**config.mk**
```make
export PLATFORM = sky130hd
export DESIGN_NAME = rprt_cell
export DESIGN_NICKNAME = d
export VERILOG_FILES = /design/src/design/rprt_pkg.sv /design/src/design/rprt_cell.sv
export SDC_FILE = /design/constraint.sdc
export NUM_CORES = 1
export LEC_CHECK = 0
export BUFFER_PORTS_ARGS = -buffer_cell sky130_fd_sc_hd__buf_2
export CELL_PAD_IN_SITES_DETAIL_PLACEMENT = 2
export CELL_PAD_IN_SITES_GLOBAL_PLACEMENT = 2
export CORE_AREA = 2 2 280 282
export CTS_CLUSTER_DIAMETER = 150
export CTS_CLUSTER_SIZE = 40
export DETAILED_ROUTE_END_ITERATION = 10
export DIE_AREA = 0 0 282 284
export PLACE_DENSITY_LB_ADDON = 0.12
export RECOVER_POWER = 100
export SYNTH_ARGS = -nofsm -noshare
export SYNTH_HDL_FRONTEND = slang
export SYNTH_SLANG_ARGS = --single-unit
export TNS_END_PERCENT = 5
```
**constraint.sdc**
```tcl
create_clock -name clk -period 3.5 [get_ports clk]
set_input_delay 0.175 -clock clk [delete_from_list [all_inputs] [get_ports clk]]
set_output_delay 0.175 -clock clk [all_outputs]
set_load 0.005 [all_outputs]
```
**src/design/rprt_pkg.sv**
```systemverilog
`default_nettype none

package rprt_pkg;

    localparam int PN_W   = 62;
    localparam int TIME_W = 64;

    typedef enum logic [1:0] {
        ST_NEW     = 2'd0,
        ST_DUP     = 2'd1,
        ST_NO_ROOM = 2'd2
    } status_t;

    typedef struct packed {
        logic              valid;
        logic [PN_W-1:0]   low;
        logic [PN_W-1:0]   high;
        logic [TIME_W-1:0] stamp;
    } entry_t;

    typedef struct packed {
        logic hit;
        logic gt;
        logic up;
        logic dn;
    } flags_t;

    typedef struct packed {
        logic cmp;
        logic rec_go;
        logic ins_go;
        logic mrg_go;
        logic head_go;
    } ctrl_t;

    typedef struct packed {
        logic dup;
        logic ins;
        logic mrg;
    } req_t;

endpackage

`default_nettype wire

```
**src/design/rprt_cell.sv**
```systemverilog
`default_nettype none

module rprt_cell #(
    parameter bit HEAD = 1'b0
) (
    input  wire logic                         clk,
    input  wire logic                         rst_n,
    input  wire rprt_pkg::ctrl_t              ctrl,
    input  wire logic [rprt_pkg::PN_W-1:0]    pn,
    input  wire logic [rprt_pkg::TIME_W-1:0]  arrival,
    input  wire rprt_pkg::entry_t             prev_entry,
    input  wire rprt_pkg::entry_t             next_entry,
    input  wire rprt_pkg::flags_t             prev_flags,
    input  wire rprt_pkg::flags_t             next_flags,
    output rprt_pkg::entry_t                  entry,
    output rprt_pkg::flags_t                  flags,
    output rprt_pkg::req_t                    req
);

    localparam logic [rprt_pkg::PN_W:0] EXT_ONE = (rprt_pkg::PN_W + 1)'(1);

    rprt_pkg::entry_t entry_reg;
    rprt_pkg::entry_t entry_next;
    rprt_pkg::flags_t flags_reg;
    rprt_pkg::flags_t flags_next;

    logic [rprt_pkg::PN_W:0] pn_ext;
    logic [rprt_pkg::PN_W:0] low_ext;
    logic [rprt_pkg::PN_W:0] high_ext;

    logic stop;
    logic bottom;
    logic merge_here;
    logic ext_here;
    logic ins_stop;
    logic ins_after;
    logic ins_at;
    logic lower_here;
    logic merge_low;

    assign pn_ext   = {1'b0, pn};
    assign low_ext  = {1'b0, entry_reg.low};
    assign high_ext = {1'b0, entry_reg.high};

    assign stop       = flags_reg.hit && !prev_flags.hit;
    assign bottom     = entry_reg.valid && !next_entry.valid;
    assign merge_here = stop && flags_reg.gt && flags_reg.up && prev_flags.dn;
    assign ext_here   = stop && flags_reg.gt && flags_reg.up && !prev_flags.dn;
    assign ins_stop   = stop && flags_reg.gt && !flags_reg.up && !prev_flags.dn;
    assign ins_after  = bottom && !flags_reg.hit && !flags_reg.dn;
    assign ins_at     = ins_stop
                        || (!entry_reg.valid && prev_entry.valid
                            && !prev_flags.hit && !prev_flags.dn);
    assign lower_here = (bottom && !flags_reg.hit && flags_reg.dn)
                        || (flags_reg.dn && !flags_reg.hit && next_flags.hit
                            && next_flags.gt && !next_flags.up);
    assign merge_low  = flags_reg.dn && !flags_reg.hit && next_flags.hit
                        && next_flags.gt && next_flags.up;

    assign req.dup = stop && !flags_reg.gt;
    assign req.ins = ins_stop || ins_after;
    assign req.mrg = merge_here;

    always_comb
    begin
        flags_next = flags_reg;
        if (ctrl.cmp)
        begin
            flags_next.hit = entry_reg.valid && (pn >= entry_reg.low);
            flags_next.gt  = pn > entry_reg.high;
            flags_next.up  = pn_ext == (high_ext + EXT_ONE);
            flags_next.dn  = (pn_ext + EXT_ONE) == low_ext;
        end
    end

    always_comb
    begin
        entry_next = entry_reg;
        if (ctrl.head_go)
        begin
            entry_next.low   = pn;
            entry_next.high  = pn;
            entry_next.stamp = arrival;
        end
        else if (ctrl.ins_go)
        begin
            if (ins_at)
            begin
                entry_next.valid = 1'b1;
                entry_next.low   = pn;
                entry_next.high  = pn;
                entry_next.stamp = arrival;
            end
            else if (prev_flags.hit)
            begin
                entry_next = prev_entry;
            end
        end
        else if (ctrl.mrg_go)
        begin
            if (flags_reg.hit)
            begin
                entry_next = next_entry;
            end
            else if (merge_low)
            begin
                entry_next.low = next_entry.low;
            end
        end
        else if (ctrl.rec_go)
        begin
            if (ext_here)
            begin
                entry_next.high  = pn;
                entry_next.stamp = arrival;
            end
            else if (lower_here)
            begin
                entry_next.low = pn;
            end
        end
    end

    always_ff @(posedge clk or negedge rst_n)
    begin
        if (!rst_n)
        begin
            entry_reg <= '{valid: HEAD, low: '0, high: '0, stamp: '0};
            flags_reg <= '0;
        end
        else
        begin
            entry_reg <= entry_next;
            flags_reg <= flags_next;
        end
    end

    assign entry = entry_reg;
    assign flags = flags_reg;

endmodule

`default_nettype wire

```
==> Flow_metrics.wiki, run 1 <==
{| class="wikitable"
! Metric !! Value
|-
| Filler cell count || 9312
|-
| Post-route cell area || 24600 sq um
|-
| Number of design-rule violations left by the first detailed-router iteration || 1153
|-
| Number of clock buffers inserted by TritonCTS || 17
|-
| Avg Synthesized Cell Area || 7.40 sq um
|-
| Post-CTS clock slew at the launch and capture registers of the worst setup and hold paths || 0.10 ns
|-
| Gr ovfl total || 0
|-
| Post-detailed-placement cell area || 23700 sq um
|-
| Largest area contributor in the synthesized netlist || sky130_fd_sc_hd__dfrtp_1
|-
| Number of sinks handled by clock tree synthesis || 193
|-
| Worst slack at placement || -0.179 ns
|-
| Height of the die || 284 microns
|-
| Area of the core || 77000 sq um
|-
| Crit path required time || 3.87 ns
|-
| Register bit count reported by yosys || 193
|-
| Max Transition Viols Final || 61
|-
| Total power divided by cell area || 381 nW/um^2
|-
| # Max-Cap Violations || 1
|-
| Number of setup buffers added after CTS || 0
|-
| Number of nets in the layout || 3870
|-
| Half-perimeter wire length after detailed placement || 97.3 mm
|-
| Post-layout power || 9.39 mW
|-
| Width of the die || 282 microns
|-
| GP Congestion || 0.914
|-
| Area added between synthesis and finish || 33.1%
|-
| Kind of end point of the critical path || register
|-
| Fin crit period || 3.36 ns
|-
| Wire length of the first global-routing pass || 172 mm
|-
| Max reg flops || 189
|-
| Violations in the final reports || capacitance limit, slew limit
|-
| Routed vias/inst || 5.33
|-
| Total of endpoints with negative setup slack in the final report || 0
|-
| Count of buffers inserted at the top-level ports || 711
|-
| Kind of critical path || reg -> reg
|-
| Ratio of cells with drive above 1 in the final layout || 0.222
|-
| Syn nets || 3146
|-
| Synth cell types || 76
|-
| Maximum number of pins on one net before global-route repair || 123
|-
| Utilization after layout || 0.320
|-
| Overall routing resource usage || 0.291
|-
| Part of the Yosys area used for sequential elements || 0.261
|-
| Synth area leaders || sky130_fd_sc_hd__dfrtp_1 26%, sky130_fd_sc_hd__a21oi_1 9.6%, sky130_fd_sc_hd__ha_1 8.5%
|-
| Leakage power of the design || 11.0 nW
|-
| Count of mapped cells out of synthesis || 2501
|-
| Launching element of the worst setup path || entry[127]
|-
| Crit path setup slack, layout || 0.141 ns
|-
| Wire length after detailed routing || 118 mm
|-
| Number of DRC violations after detailed routing || 0
|-
| Mapped Area || 18500 sq um
|-
| Dominant synthesized flop cell || sky130_fd_sc_hd__dfrtp_1
|-
| Startpoint Class || register
|-
| I/O pin count || 715
|-
| R2R Path Start || entry[127]
|-
| Clock tree from TritonCTS || yes
|-
| Yosys Warn Count || 0
|-
| Number of flops mapped to enable cells by yosys || 0
|-
| Antenna violations before repair || 25
|-
| Deepest level of the CTS H-tree || 4
|-
| Worst min path class || in -> reg
|-
| Longest Clk Path Bufs || 2
|-
| Via count || 22795
|-
| Maximum vdd ir drop || 0.341 mV
|-
| Most common library cell in the layout ignoring fill and taps || sky130_fd_sc_hd__buf_2
|-
| Die footprint || 80100 sq um
|-
| Fraction of the cycle the final worst path needs || 0.960
|-
| Status || finished, violations left
|-
| Commonest cells after routing, fill and taps aside || 554 x sky130_fd_sc_hd__buf_2, 356 x sky130_fd_sc_hd__a21oi_1, 267 x sky130_fd_sc_hd__nor2_1
|-
| Clock tree root buffer cell || sky130_fd_sc_hd__clkbuf_16
|-
| Worst max-slew margin expressed relative to the limit || -0.227
|-
| Average wire per cell in the routed design || 27.7 microns
|-
| Critical path arrival || 3.72 ns
|-
| Hold wc startpoint || arrival[35]
|-
| Largest fanout on the critical path || 3
|-
| Share of flip-flops with an asynchronous set or reset || 1.00
|-
| Worst clock skew || 0.0190 ns
|-
| Number of global-route vias before repair || 24819
|-
| Min Hold Slack || 0.0369 ns
|-
| Unrepaired setup endpoints after global routing || false
|-
| Total count of hold-check failures in the final report || 0
|-
| Highest achievable clock rate || 298 MHz
|-
| First-pass DRT Iterations || 5
|-
| Antenna Violating Nets Remaining || 0
|-
| Tightest Pin Transition || 1.84 ns
|-
| FP Rows || 102
|-
| Portion of synthesized cell area occupied by the leading cell type || 0.261
|-
| Clock latency on the worst-skew pair || 0.52 ns
|-
| Initial cell density of the core || 0.241
|}
-- kinds of logic (layout without fill, tap and decap cells) --
logic type / after synthesis / count (layout) / share of synthesized area
AO/OA/AOI/OAI: 835 / 835 / 0.267
XOR/XNOR: 176 / 176 / 0.0833
adder cells (fa/ha/maj): 126 / 126 / 0.0852
buffers and inverters: 320 / 1057 / 0.0689
flip-flops: 193 / 193 / 0.261
multiplexers: 33 / 33 / 0.0182
other: 0 / 2 / 0
AND/OR/NAND/NOR: 818 / 818 / 0.216
-- critical path, stage by stage (launching register included) --
cell,delay [ns]
sky130_fd_sc_hd__dfrtp_1,0.38
sky130_fd_sc_hd__inv_1,0.07
sky130_fd_sc_hd__ha_1,0.30
sky130_fd_sc_hd__nor2b_1,0.15
sky130_fd_sc_hd__o21a_1,0.17
sky130_fd_sc_hd__o21a_1,0.17
sky130_fd_sc_hd__o21ai_1,0.30
sky130_fd_sc_hd__a21oi_1,0.20
sky130_fd_sc_hd__a2111oi_0,0.42
sky130_fd_sc_hd__buf_4,0.21
sky130_fd_sc_hd__o21ai_0,0.15
sky130_fd_sc_hd__nor4_2,0.49
sky130_fd_sc_hd__o21ai_0,0.20
-- final cells by class --
type,instances,area (sq um),area share
sequential,193,4830,0.196
antenna,2,5.00,0.000203
multi-input combinational,1988,12500,0.505
timing repair buffer,891,4940,0.200
clock inverter,15,188,0.00762
clock buffer,17,425,0.0173
tap,1040,1300,0.0528
inverter,134,503,0.0204
-- where the power goes --
part | switching, mW | total, mW | internal (mW)
logic | 2.61 | 4.15 | 1.54
clock network | 1.19 | 2.29 | 1.09
registers | 0.395 | 2.95 | 2.55
-- cell usage after synthesis (6+ instances only) --
master,n
sky130_fd_sc_hd__a2111oi_0,6
sky130_fd_sc_hd__a211oi_1,51
sky130_fd_sc_hd__a21o_1,48
sky130_fd_sc_hd__a21oi_1,356
sky130_fd_sc_hd__a22oi_1,124
sky130_fd_sc_hd__a31oi_1,14
sky130_fd_sc_hd__and3_1,17
sky130_fd_sc_hd__and4_1,11
sky130_fd_sc_hd__buf_1,11
sky130_fd_sc_hd__buf_2,41
sky130_fd_sc_hd__buf_4,6
sky130_fd_sc_hd__clkbuf_1,127
sky130_fd_sc_hd__dfrtp_1,193
sky130_fd_sc_hd__ha_1,126
sky130_fd_sc_hd__inv_1,134
sky130_fd_sc_hd__mux2i_1,28
sky130_fd_sc_hd__nand2_1,210
sky130_fd_sc_hd__nand2b_1,26
sky130_fd_sc_hd__nand3_1,53
sky130_fd_sc_hd__nand4_1,80
sky130_fd_sc_hd__nor2_1,268
sky130_fd_sc_hd__nor2b_1,13
sky130_fd_sc_hd__nor3_1,56
sky130_fd_sc_hd__nor4_1,24
sky130_fd_sc_hd__o211ai_1,10
sky130_fd_sc_hd__o21a_1,6
sky130_fd_sc_hd__o21ai_0,186
sky130_fd_sc_hd__or3_1,10
sky130_fd_sc_hd__xnor2_1,125
sky130_fd_sc_hd__xor2_1,51
-- layer usage --
metal	wire, microns	global-route usage
met1	49200	0.352
met2	60000	0.524
met3	5770	0.0535
met4	3300	0.0730
met5	195	0
-- path summary, 6_finish.rpt --
| kind | slack [ns] | cells past startpoint | to |
|---|---|---|---|
| max in group asynchronous | 0.52 | 3 | entry[43] |
| worst min register to register | 0.48 | 2 | entry[15] |
| worst min-delay path | 0.04 | 3 | entry[35] |
| min in group asynchronous | 0.70 | 2 | entry[93] |
| worst max register to register | 0.14 | 12 | flags[3] |
| worst max-delay path | 0.14 | 12 | flags[3] |
-- stage by stage --
stage	TNS (ns)	instances
floorplan	0	2501
global placement	-0.0996	4181
detailed placement	-0.324	4181
CTS	0	4278
global route	0	4279
finish	0	4280
-- repair_timing --
| action | CTS | global route |
|---|---|---|
| endpoints found under the setup margin | 2 | 2 |
| hold endpoints to repair | 122 | 0 |
| cloned | 0 | 0 |
| hold buffers | 65 | 0 |
| gates resized for setup | 3 | 4 |
No activity file was read; power rests on OpenSTA's default activity.
==> run 2, diff against run 1 <==
Settings changed: ABC_AREA set to 1, CELL_PAD_IN_SITES_DETAIL_PLACEMENT 2 to 0, CORE_AREA 2 2 280 282 to not set, CORE_UTILIZATION set to 28, DIE_AREA 0 0 282 284 to not set, SKIP_CTS_REPAIR_TIMING set to 1.
==> run 2 against run 1 <==
Effect of this change:
- the flow still finishes with violations (capacitance limit, slew limit)
- worst setup slack better by 0.26 ns
- clock power down 4%
- first-iteration DRC count up 73%
- utilization up 3.7 points
- synthesized cell count up 40%
- via count up 16%
- hold slack better by 0.00067 ns
- cell count up 20%
- register-to-register slack better by 0.26 ns
- power up 7.1%
- wire length up 6.4%
- clock skew up 0.0078 ns
==> Flow_metrics.wiki, run 2 <==
{| class="wikitable"
! Metric !! Value
|-
| Clock latency on the worst-skew pair || 0.51 ns (about the same)
|-
| Register bit count reported by yosys || 193 (unchanged)
|-
| Capture instance of the worst register-to-register path || entry[67]
|-
| Synth cell types || 51 (-33%)
|-
| Routed vias/inst || 5.15 (-3.4%)
|-
| Worst max-slew margin expressed relative to the limit || -0.920 (-0.692)
|-
| Antenna violations before repair || 51 (+100%)
|-
| Wire length after detailed routing || 126 mm (+6.4%)
|-
| Area of the core || 75100 sq um (-2.4%)
|-
| Number of DRC violations after detailed routing || 0 (unchanged)
|-
| Hold wc startpoint || prev_entry[13]
|-
| Number of flops mapped to enable cells by yosys || 0 (unchanged)
|-
| Syn nets || 4155 (+32%)
|-
| Initial cell density of the core || 0.285 (+0.0443)
|-
| Gr ovfl total || 0 (unchanged)
|-
| Kind of end point of the critical path || register
|-
| Number of design-rule violations left by the first detailed-router iteration || 1991 (+73%)
|-
| Dominant cell by count in the synthesized netlist || sky130_fd_sc_hd__nand2_1
|-
| Clock tree from TritonCTS || yes
|-
| Buf+Inv Stages, Crit Path || 2 (unchanged)
|-
| Number of nets in the layout || 4795 (+24%)
|-
| Ratio of cells with drive above 1 in the final layout || 0.168 (-0.0536)
|-
| Worst min path class || in -> reg
|-
| Leading cell types by count after synthesis || 905 x sky130_fd_sc_hd__nand2_1, 501 x sky130_fd_sc_hd__nor2_1, 400 x sky130_fd_sc_hd__inv_1
|-
| Total of endpoints with negative setup slack in the final report || 0 (unchanged)
|-
| Leakage power of the design || 13.5 nW (+23%)
|-
| Largest fanout on the critical path || 134 (+131)
|-
| Fraction of the cycle the final worst path needs || 0.885 (-0.0742)
|-
| Die footprint || 77500 sq um (-3.2%)
|-
| Height of the die || 278 microns (-2.0%)
|-
| Tightest Pin Transition || 2.88 ns (+1.04 ns)
|-
| Post-layout power || 10.1 mW (+7.1%)
|-
| Maximum number of pins on one net before global-route repair || 163 (+33%)
|-
| Via count || 26535 (+16%)
|-
| Critical path arrival || 3.50 ns (-0.22 ns)
|-
| Cell with the largest stage delay on the worst path || sky130_fd_sc_hd__dfrtp_1
|-
| Average wire per cell in the routed design || 24.4 microns (-12%)
|-
| Count of mapped cells out of synthesis || 3510 (+40%)
|-
| Number of cells on the worst reg-to-reg path || 9 (-3)
|-
| Number of global-route vias before repair || 25493 (+2.7%)
|-
| Number of instances on the worst hold path || 4 (+1)
|-
| FF/Latch Area || 4830 sq um (unchanged)
|-
| # Max-Cap Violations || 1 (unchanged)
|-
| I/O pin count || 715 (unchanged)
|-
| Part of the Yosys area used for sequential elements || 0.226 (-0.0351)
|-
| Cell family with the largest share of critical-path delay || simple AND/OR/NAND/NOR gates
|-
| Total count of hold-check failures in the final report || 0 (unchanged)
|-
| Avg Synthesized Cell Area || 6.09 sq um (-18%)
|-
| R2R Path Start || flags[3]
|-
| Longest Clk Path Bufs || 2 (unchanged)
|-
| First-pass DRT Iterations || 6 (+1)
|-
| Endpoint of the worst hold path || entry[13]
|-
| Worst slack at placement || 0.639 ns (+0.817 ns)
|-
| Antenna Violating Nets Remaining || 0 (unchanged)
|-
| Crit path cell chain || and3_1 > nand2_1 > nand3_2 > inv_6 > nand2_2 > a21oi_1 > nor2_4 > buf_6 > a31oi_1
|-
| Synth area leaders || sky130_fd_sc_hd__dfrtp_1 23%, sky130_fd_sc_hd__nand2_1 16%, sky130_fd_sc_hd__nor2_1 8.8%
|-
| Commonest cells after routing, fill and taps aside || 905 x sky130_fd_sc_hd__nand2_1, 579 x sky130_fd_sc_hd__buf_2, 500 x sky130_fd_sc_hd__nor2_1
|-
| Max reg flops || 189 (unchanged)
|-
| FP Rows || 100 (-2.0%)
|-
| Crit path required time || 3.90 ns (+0.03 ns)
|-
| Most common library cell in the layout ignoring fill and taps || sky130_fd_sc_hd__nand2_1
|-
| Filler cell count || 8715 (-6.4%)
|-
| Wire length of the first global-routing pass || 180 mm (+4.3%)
|-
| Highest achievable clock rate || 323 MHz (+8.4%)
|-
| Startpoint Class || register
|-
| Max Transition Viols Final || 49 (-20%)
|-
| Total power divided by cell area || 375 nW/um^2 (-1.7%)
|-
| Largest area contributor in the synthesized netlist || sky130_fd_sc_hd__dfrtp_1
|-
| Mapped Area || 21400 sq um (+16%)
|-
| Share of flip-flops with an asynchronous set or reset || 1.00 (unchanged)
|-
| WP depth || 9 (-3)
|-
| Multi-input logic area || 14100 sq um (+14%)
|-
| Register-to-register setup slack || 0.40 ns (+0.26 ns)
|-
| Fin crit period || 3.10 ns (-0.260 ns)
|-
| Violations in the final reports || capacitance limit, slew limit
|-
| Crit path setup slack, layout || 0.401 ns (+0.260 ns)
|-
| Unrepaired setup endpoints after global routing || false
|-
| Number of clock buffers inserted by TritonCTS || 17 (unchanged)
|-
| Overall routing resource usage || 0.319 (+0.0285)
|-
| Deepest level of the CTS H-tree || 4 (unchanged)
|-
| Portion of synthesized cell area occupied by the leading cell type || 0.226 (-0.0351)
|-
| Clock tree root buffer cell || sky130_fd_sc_hd__clkbuf_16
|-
| Total negative slack || 0 ns (unchanged)
|-
| Status || finished, violations left
|-
| Worst clock skew || 0.0268 ns (+0.00781 ns)
|-
| Area added between synthesis and finish || 25.6%
|-
| Count of buffers inserted at the top-level ports || 711 (unchanged)
|-
| Maximum single-stage delay on the critical path || 0.46 ns (-0.03 ns)
|-
| Dominant synthesized flop cell || sky130_fd_sc_hd__dfrtp_1
|-
| Number of sinks handled by clock tree synthesis || 193 (unchanged)
|-
| Yosys Warn Count || 0 (unchanged)
|-
| Maximum vdd ir drop || 0.313 mV (-8.2%)
|-
| Kind of critical path || reg -> reg
|-
| Half-perimeter wire length after detailed placement || 103 mm (+5.6%)
|-
| GP Congestion || 0.929 (+1.7%)
|-
| Post-CTS clock slew at the launch and capture registers of the worst setup and hold paths || 0.11 ns (about the same)
|-
| Width of the die || 278 microns (-1.3%)
|}
==> run 2: kinds of logic (layout without fill, tap and decap cells) <==
family,Yosys count,after routing,synth area share
AO/OA/AOI/OAI,674,674,0.183
XOR/XNOR,134,134,0.0549
adder cells (fa/ha/maj),126,126,0.0737
buffers and inverters,604,1257,0.113
flip-flops,193,193,0.226
other,0,24,0
AND/OR/NAND/NOR,1779,1779,0.349
==> run 2: stage by stage <==
step,util,hold WS [ns],cell area [sq um],std cells
after floorplan,-,-0.121,21400,3510
after global placement,0.343,0.147,25800,5035
after detailed placement,0.343,0.144,25800,5035
after CTS,0.351,-0.400,26400,5067
after global routing,0.358,0.0350,26800,5149
final,0.358,0.0376,26900,5156
==> run 2: worst max-delay path by stage <==
stage	startpoint	endpoint	slack, ns
6_report	flags[3]	entry[67]	0.40
5_1_grt	entry[64]	flags[1]	0.20
4_1_cts	flags[3]	entry[105]	0.61
2_1_floorplan	entry[64]	flags[1]	1.58
3_3_place_gp	entry[65]	flags[1]	0.67
3_5_place_dp	flags[3]	entry[105]	0.64
==> run 2: area by class of cell <==
cell class	instances	share of cell area
inverter	409	0.0575
sequential	193	0.180
antenna	24	0.00224
multi-input combinational	2713	0.527
tap	969	0.0451
timing repair buffer	816	0.166
clock buffer	18	0.0164
clock inverter	14	0.00652
==> run 2: tightest hold or removal path, stage by stage <==
cell and delay, ns:
sky130_fd_sc_hd__buf_2 0.07, sky130_fd_sc_hd__a22o_1 0.11, sky130_fd_sc_hd__nand2_1 0.04, sky130_fd_sc_hd__a31oi_1 0.11
==> run 2: where the power goes <==
part	leakage [nW]	internal (mW)	total, mW	switching [mW]
combinational	11.0	1.65	4.50	2.85
clock	0.299	0.996	2.19	1.19
sequential	2.24	2.63	3.37	0.742
total	13.5	5.27	10.1	4.78
==> run 2: routing by layer <==
layer | vias up | share of wire | track usage
met5 | - | 0.0014 | 0
met4 | 28 | 0.026 | 0.0815
met3 | 166 | 0.061 | 0.0579
met2 | 917 | 0.47 | 0.528
met1 | 12617 | 0.44 | 0.425
li1 | 12807 | - | -
